### config.mk
export PLATFORM = sky130hd
export DESIGN_NAME = euler_circuit_finder
export DESIGN_NICKNAME = d
export VERILOG_FILES = /design/src/hw/rtl/ecf_pkg.sv /design/src/hw/rtl/euler_circuit_finder.sv /design/src/hw/rtl/ecf_adj_store.sv
export VERILOG_INCLUDE_DIRS = /design/src /design/src/hw/rtl
export SDC_FILE = /design/constraint.sdc
export NUM_CORES = 1
export LEC_CHECK = 0
export ABC_AREA = 0
export BUFFER_PORTS_ARGS = -buffer_cell sky130_fd_sc_hd__buf_2
export CORE_MARGIN = 5
export CORE_UTILIZATION = 59
export CTS_BUF_LIST = sky130_fd_sc_hd__clkbuf_4 sky130_fd_sc_hd__clkbuf_8
export DETAILED_ROUTE_END_ITERATION = 12
export GPL_ROUTABILITY_DRIVEN = 0
export PLACE_DENSITY = 0.78
export SLEW_MARGIN = 10
export SYNTH_ARGS = -nofsm -noshare
export SYNTH_HDL_FRONTEND = slang
export SYNTH_SLANG_ARGS = --single-unit
### constraint.sdc
create_clock -name clk_i -period 4.7 [get_ports clk_i]
set_input_delay 1.175 -clock clk_i [delete_from_list [all_inputs] [get_ports clk_i]]
set_output_delay 1.175 -clock clk_i [all_outputs]
set_load 0.03 [all_outputs]
### src/hw/rtl/euler_circuit_finder_macros.svh
// Assertion macros for the Euler circuit finder.
`ifndef EULER_CIRCUIT_FINDER_MACROS_SVH
`define EULER_CIRCUIT_FINDER_MACROS_SVH

`ifndef SYNTHESIS
`define ECF_ASSERT(lbl, prop) \
  lbl: assert property (@(posedge clk_i) disable iff (!rst_ni) prop) \
    else $error("ecf assertion failed");
`define ECF_ASSERT_MSG(lbl, prop, msg) \
  lbl: assert property (@(posedge clk_i) disable iff (!rst_ni) prop) \
    else $error(msg);
`else
`define ECF_ASSERT(lbl, prop)
`define ECF_ASSERT_MSG(lbl, prop, msg)
`endif

`endif

### src/hw/rtl/ecf_pkg.sv
// Shared constants, types and codes of the Euler circuit finder.
package ecf_pkg;

  localparam int MAX_VERTICES = 8;
  localparam int MAX_PATH     = MAX_VERTICES * (MAX_VERTICES + 1) / 2 + 1;
  localparam int VIDX_W       = $clog2(MAX_VERTICES);
  localparam int ADDR_W       = $clog2(MAX_PATH);
  localparam int PATH_W       = $clog2(MAX_PATH + 1);
  localparam int VERT_W       = 4;
  localparam int ROW_IN_W     = 8;
  localparam int CFG_IDX_W    = 1;
  localparam int CFG_DATA_W   = 4;

  localparam logic [CFG_IDX_W-1:0] CFG_VERTEX_COUNT = 1'b0;
  localparam logic [CFG_IDX_W-1:0] CFG_START_VERTEX = 1'b1;

  localparam logic [VERT_W-1:0] RST_VERTEX_COUNT = 4'd8;
  localparam logic [VERT_W-1:0] RST_START_VERTEX = 4'd1;

  typedef logic [MAX_VERTICES-1:0] adj_row_t;

  typedef enum logic [2:0] {
    ST_IDLE,
    ST_CHECK,
    ST_CLEAR,
    ST_POP,
    ST_EMIT_RD,
    ST_EMIT_OUT
  } ecf_state_e;

  typedef struct packed {
    logic              row_we;
    logic [VIDX_W-1:0] row_idx;
    adj_row_t          row_bits;
    logic              bit_clr;
    logic [VIDX_W-1:0] clr_row;
    logic [VIDX_W-1:0] clr_col;
    logic              clr_all;
  } ecf_adj_cmd_t;

  typedef struct packed {
    logic              has_nbr;
    logic [VIDX_W-1:0] nbr_idx;
  } ecf_adj_rsp_t;

endpackage

### src/hw/rtl/euler_circuit_finder.sv
// Euler circuit finder: row loader, Hierholzer walk sequencer and path emitter.
//
// Usage: adjacency rows arrive on the input channel (in_valid_i/in_ready_o),
// one request per row, taken at once while idle. A request with last_row_i set
// stores its row and then starts the walk from start_vertex; in_ready_o stays
// low until the whole walk has been delivered.
// The walk is run by one sequencer around a single neighbor-pick unit on the
// adjacency registers: an edge step is a CHECK state (pick and clear one
// direction) then a CLEAR state (clear the other and push); a pop is a CHECK
// state (append to the path) then a POP state that takes the stack memory read.
// The path is then sent on the output channel (out_valid_o/out_ready_i) in
// forward order; each vertex comes from a registered read of the path memory
// (EMIT_RD, then EMIT_OUT), with last_o on the final vertex. There is one walk
// in flight at a time.
// A stalled receiver simply holds the current vertex; nothing is lost.
// Reset clears the adjacency store, loads vertex_count = 8 and
// start_vertex = 1 and returns to idle. The adjacency store is cleared again
// when the final vertex of a walk is taken. Config writes (cfg_we_i) take
// effect at once and are meant for idle time only.
`include "euler_circuit_finder_macros.svh"

module euler_circuit_finder (
  input  logic                            clk_i,
  input  logic                            rst_ni,
  input  logic                            cfg_we_i,
  input  logic [ecf_pkg::CFG_IDX_W-1:0]   cfg_idx_i,
  input  logic [ecf_pkg::CFG_DATA_W-1:0]  cfg_data_i,
  input  logic                            in_valid_i,
  output logic                            in_ready_o,
  input  logic [ecf_pkg::VERT_W-1:0]      row_index_i,
  input  logic [ecf_pkg::ROW_IN_W-1:0]    neighbor_bits_i,
  input  logic                            last_row_i,
  output logic                            out_valid_o,
  input  logic                            out_ready_i,
  output logic [ecf_pkg::VERT_W-1:0]      vertex_o,
  output logic                            last_o
);

  ecf_pkg::ecf_state_e              state_q, state_d;
  logic [ecf_pkg::VERT_W-1:0]       vertex_count_q, start_vertex_q;
  logic [ecf_pkg::VERT_W-1:0]       top_q, top_d;
  logic [ecf_pkg::PATH_W-1:0]       depth_q, depth_d;
  logic [ecf_pkg::PATH_W-1:0]       path_len_q, path_len_d;
  logic [ecf_pkg::ADDR_W-1:0]       rd_ptr_q, rd_ptr_d;
  logic [ecf_pkg::VIDX_W-1:0]       j_q, j_d;

  logic [ecf_pkg::VERT_W-1:0]       stk_mem [ecf_pkg::MAX_PATH];
  logic [ecf_pkg::VERT_W-1:0]       path_mem [ecf_pkg::MAX_PATH];
  logic [ecf_pkg::VERT_W-1:0]       stk_rd_q, path_rd_q;
  logic                             stk_we, path_we;
  logic [ecf_pkg::PATH_W-1:0]       stk_below, stk_top_slot, path_len_inc;
  logic [ecf_pkg::ADDR_W-1:0]       stk_raddr, stk_waddr;

  logic [ecf_pkg::VERT_W-1:0]       n_used;
  logic [ecf_pkg::VERT_W-1:0]       top_m1, row_m1;
  logic [ecf_pkg::VIDX_W-1:0]       top_idx;
  logic                             in_fire, row_in_range;

  ecf_pkg::ecf_adj_cmd_t            adj_cmd;
  ecf_pkg::ecf_adj_rsp_t            adj_rsp;

  // config registers
  always_ff @(posedge clk_i or negedge rst_ni) begin
    if (!rst_ni) begin
      vertex_count_q <= ecf_pkg::RST_VERTEX_COUNT;
      start_vertex_q <= ecf_pkg::RST_START_VERTEX;
    end else if (cfg_we_i) begin
      unique case (cfg_idx_i)
        ecf_pkg::CFG_VERTEX_COUNT: vertex_count_q <= cfg_data_i;
        ecf_pkg::CFG_START_VERTEX: start_vertex_q <= cfg_data_i;
        default: ;
      endcase
    end
  end

  always_comb begin
    priority if (vertex_count_q == '0) begin
      n_used = ecf_pkg::VERT_W'(1);
    end else if (vertex_count_q > ecf_pkg::VERT_W'(ecf_pkg::MAX_VERTICES)) begin
      n_used = ecf_pkg::VERT_W'(ecf_pkg::MAX_VERTICES);
    end else begin
      n_used = vertex_count_q;
    end
  end

  ecf_adj_store u_adj (
    .clk_i       (clk_i),
    .rst_ni      (rst_ni),
    .cmd_i       (adj_cmd),
    .n_i         (n_used),
    .rd_vertex_i (top_q),
    .rsp_o       (adj_rsp)
  );

  assign in_fire      = in_valid_i && in_ready_o;
  assign row_in_range = (row_index_i != '0) &&
                        (row_index_i <= ecf_pkg::VERT_W'(ecf_pkg::MAX_VERTICES));
  assign row_m1       = row_index_i - ecf_pkg::VERT_W'(1);
  assign top_m1       = top_q - ecf_pkg::VERT_W'(1);
  assign top_idx      = top_m1[ecf_pkg::VIDX_W-1:0];
  assign stk_below    = depth_q - ecf_pkg::PATH_W'(2);
  assign stk_top_slot = depth_q - ecf_pkg::PATH_W'(1);
  assign stk_raddr    = stk_below[ecf_pkg::ADDR_W-1:0];
  assign stk_waddr    = stk_top_slot[ecf_pkg::ADDR_W-1:0];

  // sequencer
  always_comb begin
    state_d      = state_q;
    top_d        = top_q;
    depth_d      = depth_q;
    path_len_d   = path_len_q;
    rd_ptr_d     = rd_ptr_q;
    j_d          = j_q;
    stk_we       = 1'b0;
    path_we      = 1'b0;
    path_len_inc = '0;
    in_ready_o   = 1'b0;
    out_valid_o  = 1'b0;
    adj_cmd      = '0;

    unique case (state_q)
      ecf_pkg::ST_IDLE: begin
        // ready is high here, so a valid request is taken
        in_ready_o       = 1'b1;
        adj_cmd.row_we   = in_valid_i && row_in_range;
        adj_cmd.row_idx  = row_m1[ecf_pkg::VIDX_W-1:0];
        adj_cmd.row_bits = ecf_pkg::adj_row_t'(neighbor_bits_i);
        if (in_valid_i && last_row_i) begin
          top_d      = start_vertex_q;
          depth_d    = ecf_pkg::PATH_W'(1);
          path_len_d = '0;
          state_d    = ecf_pkg::ST_CHECK;
        end
      end
      ecf_pkg::ST_CHECK: begin
        if (adj_rsp.has_nbr) begin
          adj_cmd.bit_clr = 1'b1;
          adj_cmd.clr_row = top_idx;
          adj_cmd.clr_col = adj_rsp.nbr_idx;
          j_d             = adj_rsp.nbr_idx;
          state_d         = ecf_pkg::ST_CLEAR;
        end else begin
          // top is finished: append to path and pop
          path_we      = path_len_q < ecf_pkg::PATH_W'(ecf_pkg::MAX_PATH);
          path_len_inc = path_len_q + ecf_pkg::PATH_W'(path_we);
          path_len_d   = path_len_inc;
          depth_d      = stk_top_slot;
          if (depth_q == ecf_pkg::PATH_W'(1)) begin
            rd_ptr_d = ecf_pkg::ADDR_W'(path_len_inc - ecf_pkg::PATH_W'(1));
            state_d  = ecf_pkg::ST_EMIT_RD;
          end else begin
            state_d = ecf_pkg::ST_POP;
          end
        end
      end
      ecf_pkg::ST_CLEAR: begin
        adj_cmd.bit_clr = 1'b1;
        adj_cmd.clr_row = j_q;
        adj_cmd.clr_col = top_idx;
        if (depth_q < ecf_pkg::PATH_W'(ecf_pkg::MAX_PATH)) begin
          stk_we  = 1'b1;
          top_d   = ecf_pkg::VERT_W'(j_q) + ecf_pkg::VERT_W'(1);
          depth_d = depth_q + ecf_pkg::PATH_W'(1);
        end
        state_d = ecf_pkg::ST_CHECK;
      end
      ecf_pkg::ST_POP: begin
        top_d   = stk_rd_q;
        state_d = ecf_pkg::ST_CHECK;
      end
      ecf_pkg::ST_EMIT_RD: begin
        state_d = ecf_pkg::ST_EMIT_OUT;
      end
      ecf_pkg::ST_EMIT_OUT: begin
        out_valid_o = 1'b1;
        if (out_ready_i) begin
          if (rd_ptr_q == '0) begin
            adj_cmd.clr_all = 1'b1;
            path_len_d      = '0;
            state_d         = ecf_pkg::ST_IDLE;
          end else begin
            rd_ptr_d = rd_ptr_q - ecf_pkg::ADDR_W'(1);
            state_d  = ecf_pkg::ST_EMIT_RD;
          end
        end
      end
      default: begin
        state_d = ecf_pkg::ST_IDLE;
      end
    endcase
  end

  always_ff @(posedge clk_i or negedge rst_ni) begin
    if (!rst_ni) begin
      state_q    <= ecf_pkg::ST_IDLE;
      depth_q    <= '0;
      path_len_q <= '0;
      rd_ptr_q   <= '0;
    end else begin
      state_q    <= state_d;
      depth_q    <= depth_d;
      path_len_q <= path_len_d;
      rd_ptr_q   <= rd_ptr_d;
    end
  end

  always_ff @(posedge clk_i) begin
    top_q <= top_d;
    j_q   <= j_d;
  end

  // walk stack: entries below the top, top lives in top_q
  always_ff @(posedge clk_i) begin
    if (stk_we) begin
      stk_mem[stk_waddr] <= top_q;
    end
    stk_rd_q <= stk_mem[stk_raddr];
  end

  always_ff @(posedge clk_i) begin
    if (path_we) begin
      path_mem[path_len_q[ecf_pkg::ADDR_W-1:0]] <= top_q;
    end
    path_rd_q <= path_mem[rd_ptr_q];
  end

  assign vertex_o = path_rd_q;
  assign last_o   = (rd_ptr_q == '0);

  `ECF_ASSERT(a_no_accept_while_emitting, !(in_ready_o && out_valid_o))
  `ECF_ASSERT_MSG(a_depth_bounded, depth_q <= ecf_pkg::PATH_W'(ecf_pkg::MAX_PATH), "stack overflow")
  `ECF_ASSERT(a_start_blocks_input, (in_fire && last_row_i) |=> !in_ready_o)
  `ECF_ASSERT_MSG(a_last_returns_idle, (out_valid_o && out_ready_i && last_o) |=> in_ready_o, "no return to idle")

endmodule

### src/hw/rtl/ecf_adj_store.sv
// Adjacency store with masked row read and lowest-neighbor pick.
module ecf_adj_store (
  input  logic                         clk_i,
  input  logic                         rst_ni,
  input  ecf_pkg::ecf_adj_cmd_t        cmd_i,
  input  logic [ecf_pkg::VERT_W-1:0]   n_i,
  input  logic [ecf_pkg::VERT_W-1:0]   rd_vertex_i,
  output ecf_pkg::ecf_adj_rsp_t        rsp_o
);

  ecf_pkg::adj_row_t adj_q [ecf_pkg::MAX_VERTICES];

  ecf_pkg::adj_row_t                mask;
  ecf_pkg::adj_row_t                row;
  logic                             rd_ok;
  logic [ecf_pkg::VERT_W-1:0]       rd_m1;
  logic [ecf_pkg::VIDX_W-1:0]       rd_idx;

  always_comb begin
    for (int v = 0; v < ecf_pkg::MAX_VERTICES; v++) begin
      mask[v] = (ecf_pkg::VERT_W'(v) < n_i);
    end
    rd_ok  = (rd_vertex_i != '0) && (rd_vertex_i <= n_i);
    rd_m1  = rd_vertex_i - ecf_pkg::VERT_W'(1);
    rd_idx = rd_m1[ecf_pkg::VIDX_W-1:0];
    row    = rd_ok ? (adj_q[rd_idx] & mask) : '0;
  end

  // lowest set bit wins
  always_comb begin
    rsp_o.has_nbr = |row;
    rsp_o.nbr_idx = '0;
    for (int i = ecf_pkg::MAX_VERTICES - 1; i >= 0; i--) begin
      if (row[i]) begin
        rsp_o.nbr_idx = ecf_pkg::VIDX_W'(i);
      end
    end
  end

  always_ff @(posedge clk_i or negedge rst_ni) begin
    if (!rst_ni) begin
      for (int v = 0; v < ecf_pkg::MAX_VERTICES; v++) begin
        adj_q[v] <= '0;
      end
    end else if (cmd_i.clr_all) begin
      for (int v = 0; v < ecf_pkg::MAX_VERTICES; v++) begin
        adj_q[v] <= '0;
      end
    end else begin
      if (cmd_i.row_we) begin
        adj_q[cmd_i.row_idx] <= cmd_i.row_bits;
      end
      if (cmd_i.bit_clr) begin
        adj_q[cmd_i.clr_row][cmd_i.clr_col] <= 1'b0;
      end
    end
  end

endmodule
==> flow_summary.yaml <==
synthesis:
  synthesis.area_sq_um: 18270
  sequential_share_of_the_synthesized_area_pct: 63.43
  synthesis.instances: 1261
  number_of_enable_flip_flop_cells_after_synthesis: 303
  yosys.cell_types.count: 73
  synth_seq_cells: 404
  ys_async_sr_fraction_pct: 23.02
  postSynthAreaPerCell_sq_um: 14.49
  synth_flop_cell: "edfxtp_1"
  yosysWarnings: 0
floorplanning:
  design.core.area_sq_um: 30590
  die_height_microns: 186.0
  ios: 30
  dieWidth_microns: 186.0
  initial_utilization_pct: 59.72
  core.rowCount: 64
  die-area_sq_um: 34580
clock_network:
  postCtsSetupRepairBufs: 0
  cts-resized-gates: 0
  h-tree-depth: 3
  clk_pin_slew_worst_setup_hold_paths_ns: 0.06
  cts_hold_buf: 0
  cts_made_buffers: 67
  clock_latency_ns: 0.60
  ctsRootBufferMaster: "clkbuf_8"
  tritoncts: "yes"
  numClockSinks: 404
  cts_buffer_depth: 3
power:
  power.combinational.fraction_pct: 34.4
  pwr-share-seq_pct: 40.2
  pwr_density_cell_nw_per_um2: 577.0
  internal_power_mw: 7.601
  power.ir.vdd_worst_uv: 368.5
  swShare_pct: 35.29
  design_power_total_mw: 11.75
  total_switching_power_mw: 4.146
  power.share.clock_pct: 25.4
  power.static_leakage_nw: 6.945
timing:
  setup_viol_count_final: 0
  finalClockSkew_ns: 0.02565
  timing_max_transition_violations_final: 0
  timing.fmax_mhz: 235.6
  setup_repair_after_global_routing_missed_its_margin: "no"
  worst_slew_pin_slew_ns: 1.118
  timing.final.crit_period_ns: 4.244
  fin_hold_ws_ns: 0.5063
  slew_headroom_pct: 25.48
  finalCritPeriodShare_pct: 90.30
  hold_violations: 0
setup_path:
  crit_chain: "buf_4 > mux4_2 > mux2i_2 > o21ai_2 > or3_4 > a21o_1 > or4_1 > nor2_2"
  cp-end-kind: "flip-flop"
  crit_type: "reg2reg"
  crit_path_top_delay_cell: "buf_4"
  worst-endpoint-arrival_ns: 4.52
  worst-path-max-fanout: 98
  max_stage_delay_ns: 0.85
  startpoint_type: "flip-flop"
  worst_ep_required_time_ns: 4.97
layout:
  n_antenna_cell: 0
  final_cell_area_sq_um: 20360
  final_layout_size_suffix_gt1_share_pct: 24.72
  final_nets: 1348
  flow.area_growth_from_synthesis_pct: 11.44
route:
  post-route-drc-count: 0
  post_drt_wl_per_cell_microns: 23.53
  route.vias.total: 11332
  final_antenna_net_count: 0
  drt-initial-drc-count: 1240
  dr_pass1_iterations: 5
  postRouteWirelength_mm: 41.20
  viasPerCell: 6.472
grt:
  grt_pass1_wl_mm: 64.72
  first_global_vias: 11330
  gr-usage-all-layers_pct: 24.36
  antenna_violations_before_repair: 0
  grt_overflow_total: 0
  grt_start_max_net_pins: 99
min_path:
  hold_class: "reg2reg"
job:
  cap_viol_max_count: 0
placed_design:
  port_buffers: 29
  placement.cell_area_sq_um: 19060
  hpwlAfterDp_mm: 26.32
run_status:
  run_status: "finished clean"
==> cells in the mapped netlist, drive strengths merged (10+ instances only) <==
cell type / number / area [sq um]
mux2: 10 / 112.6
o21ai: 47 / 239.0
nor2: 115 / 451.7
nor3: 11 / 55.05
xor2: 10 / 95.10
nand2: 78 / 292.8
a21oi: 56 / 284.0
inv: 16 / 60.06
nand3: 34 / 170.2
nor4: 19 / 118.9
nor2b: 19 / 118.9
xnor2: 12 / 105.1
buf: 28 / 147.6
mux4: 92 / 2072
mux2i: 47 / 470.5
clkbuf: 59 / 221.5
edfxtp: 303 / 9099
ha: 17 / 212.7
a211oi: 75 / 563.0
dfrtp: 91 / 2277
==> metrics by stage <==
stage | setup TNS [ns] | cells | util [%] | setup WS [ns]
2_1_floorplan | -0.004178 | 1264 | - | -0.0005285
3_3_place_gp | 0 | 1635 | 62.30 | 0.5698
3_5_place_dp | 0 | 1635 | 62.30 | 0.3883
4_1_cts | 0 | 1751 | 66.53 | 0.3315
5_1_grt | 0 | 1751 | 66.56 | 0.2439
6_report | 0 | 1751 | 66.56 | 0.4557
==> worst paths after layout <==
check	start	to	slack [ns]	cells after the start
min	start_vertex_q[1]	start_vertex_q[1]	0.51	1
max reg2reg	top_q[0]	path_mem[15][1]	0.46	8
max	top_q[0]	path_mem[15][1]	0.46	8
max in group asynchronous	rst_ni	vertex_count_q[3]	3.09	2
min reg2reg	start_vertex_q[1]	start_vertex_q[1]	0.51	1
min in group asynchronous	rst_ni	u_adj.adj_q[30]	0.64	1
==> critical path, delay by kind of cell, from the launching register on <==
family / cells / cell delay (ns)
DFF: 1 / 0.41
AOI/OAI and AO/OA: 2 / 0.36
muxes: 2 / 0.93
and+or+nand+nor: 3 / 1.37
buffers and inverters: 1 / 0.85
==> placed cells by master (no fill, tap or decap), types with 33 or more instances in the layout <==
master | netlist | final
buf_4 | 2 | 33
edfxtp_1 | 303 | 303
nand3_1 | 34 | 34
o21ai_0 | 46 | 46
a21oi_1 | 55 | 55
dfrtp_1 | 91 | 89
nand2_1 | 78 | 78
nor2_1 | 107 | 105
a211oi_1 | 75 | 75
mux2i_1 | 47 | 46
clkbuf_8 | 0 | 75
mux4_2 | 92 | 92
==> power by group through the flow <==
stage,clock (mW),sequential (mW),combinational [mW]
floorplan,0,4.63,3.09
finish,2.98,4.72,4.05
global route,3.22,4.76,4.37
global placement,0,4.76,3.89
CTS,3.04,4.70,4.02
detailed placement,0,4.77,4.00
==> final cells by class <==
type / instances / area (sq um)
clock buffers: 94 / 1175
clock inverters: 22 / 120.1
fillers: 2048 / 10230
inverters: 17 / 68.82
multi-input cells: 756 / 6501
flip-flops and latches: 404 / 11590
well taps: 396 / 495.5
repair buffers: 62 / 407.9
==> per-layer routing <==
| metal | global-route usage [%] | part of all wire (%) | vias up |
|---|---|---|---|
| li1 | - | - | 5013 |
| met5 | 0 | 0 | - |
| met3 | 4.632 | 6.9 | 81 |
| met1 | 35.37 | 42 | 5757 |
| met4 | 8.190 | 2.6 | 0 |
| met2 | 37.83 | 49 | 481 |
==> cell families (layout without fill, tap and decap cells) <==
family | count (synthesis) | count (layout) | share of synthesized area (%)
other | 1 | 4 | 0.02053
flip-flops | 404 | 404 | 63.43
AO/OA/AOI/OAI | 234 | 234 | 8.506
multiplexers | 149 | 149 | 14.53
buffers and inverters | 104 | 195 | 2.370
XOR/XNOR | 22 | 22 | 1.096
AND/OR/NAND/NOR | 330 | 330 | 8.876
adder cells (fa/ha/maj) | 17 | 17 | 1.164
==> flip-flops by register name, indices dropped and copies added, names as in the netlist <==
| name | count |
|---|---|
| depth_q | 6 |
| path_len_q | 6 |
| vertex_count_q | 4 |
| u_adj.adj_q | 64 |
| top_q | 4 |
| j_q | 3 |
| stk_rd_q | 4 |
| path_mem | 148 |
| stk_mem | 148 |
| state_q | 3 |
| rd_ptr_q | 6 |
| vertex_o | 4 |
| start_vertex_q | 4 |
Note: power is estimated with default switching activity, not from simulation.
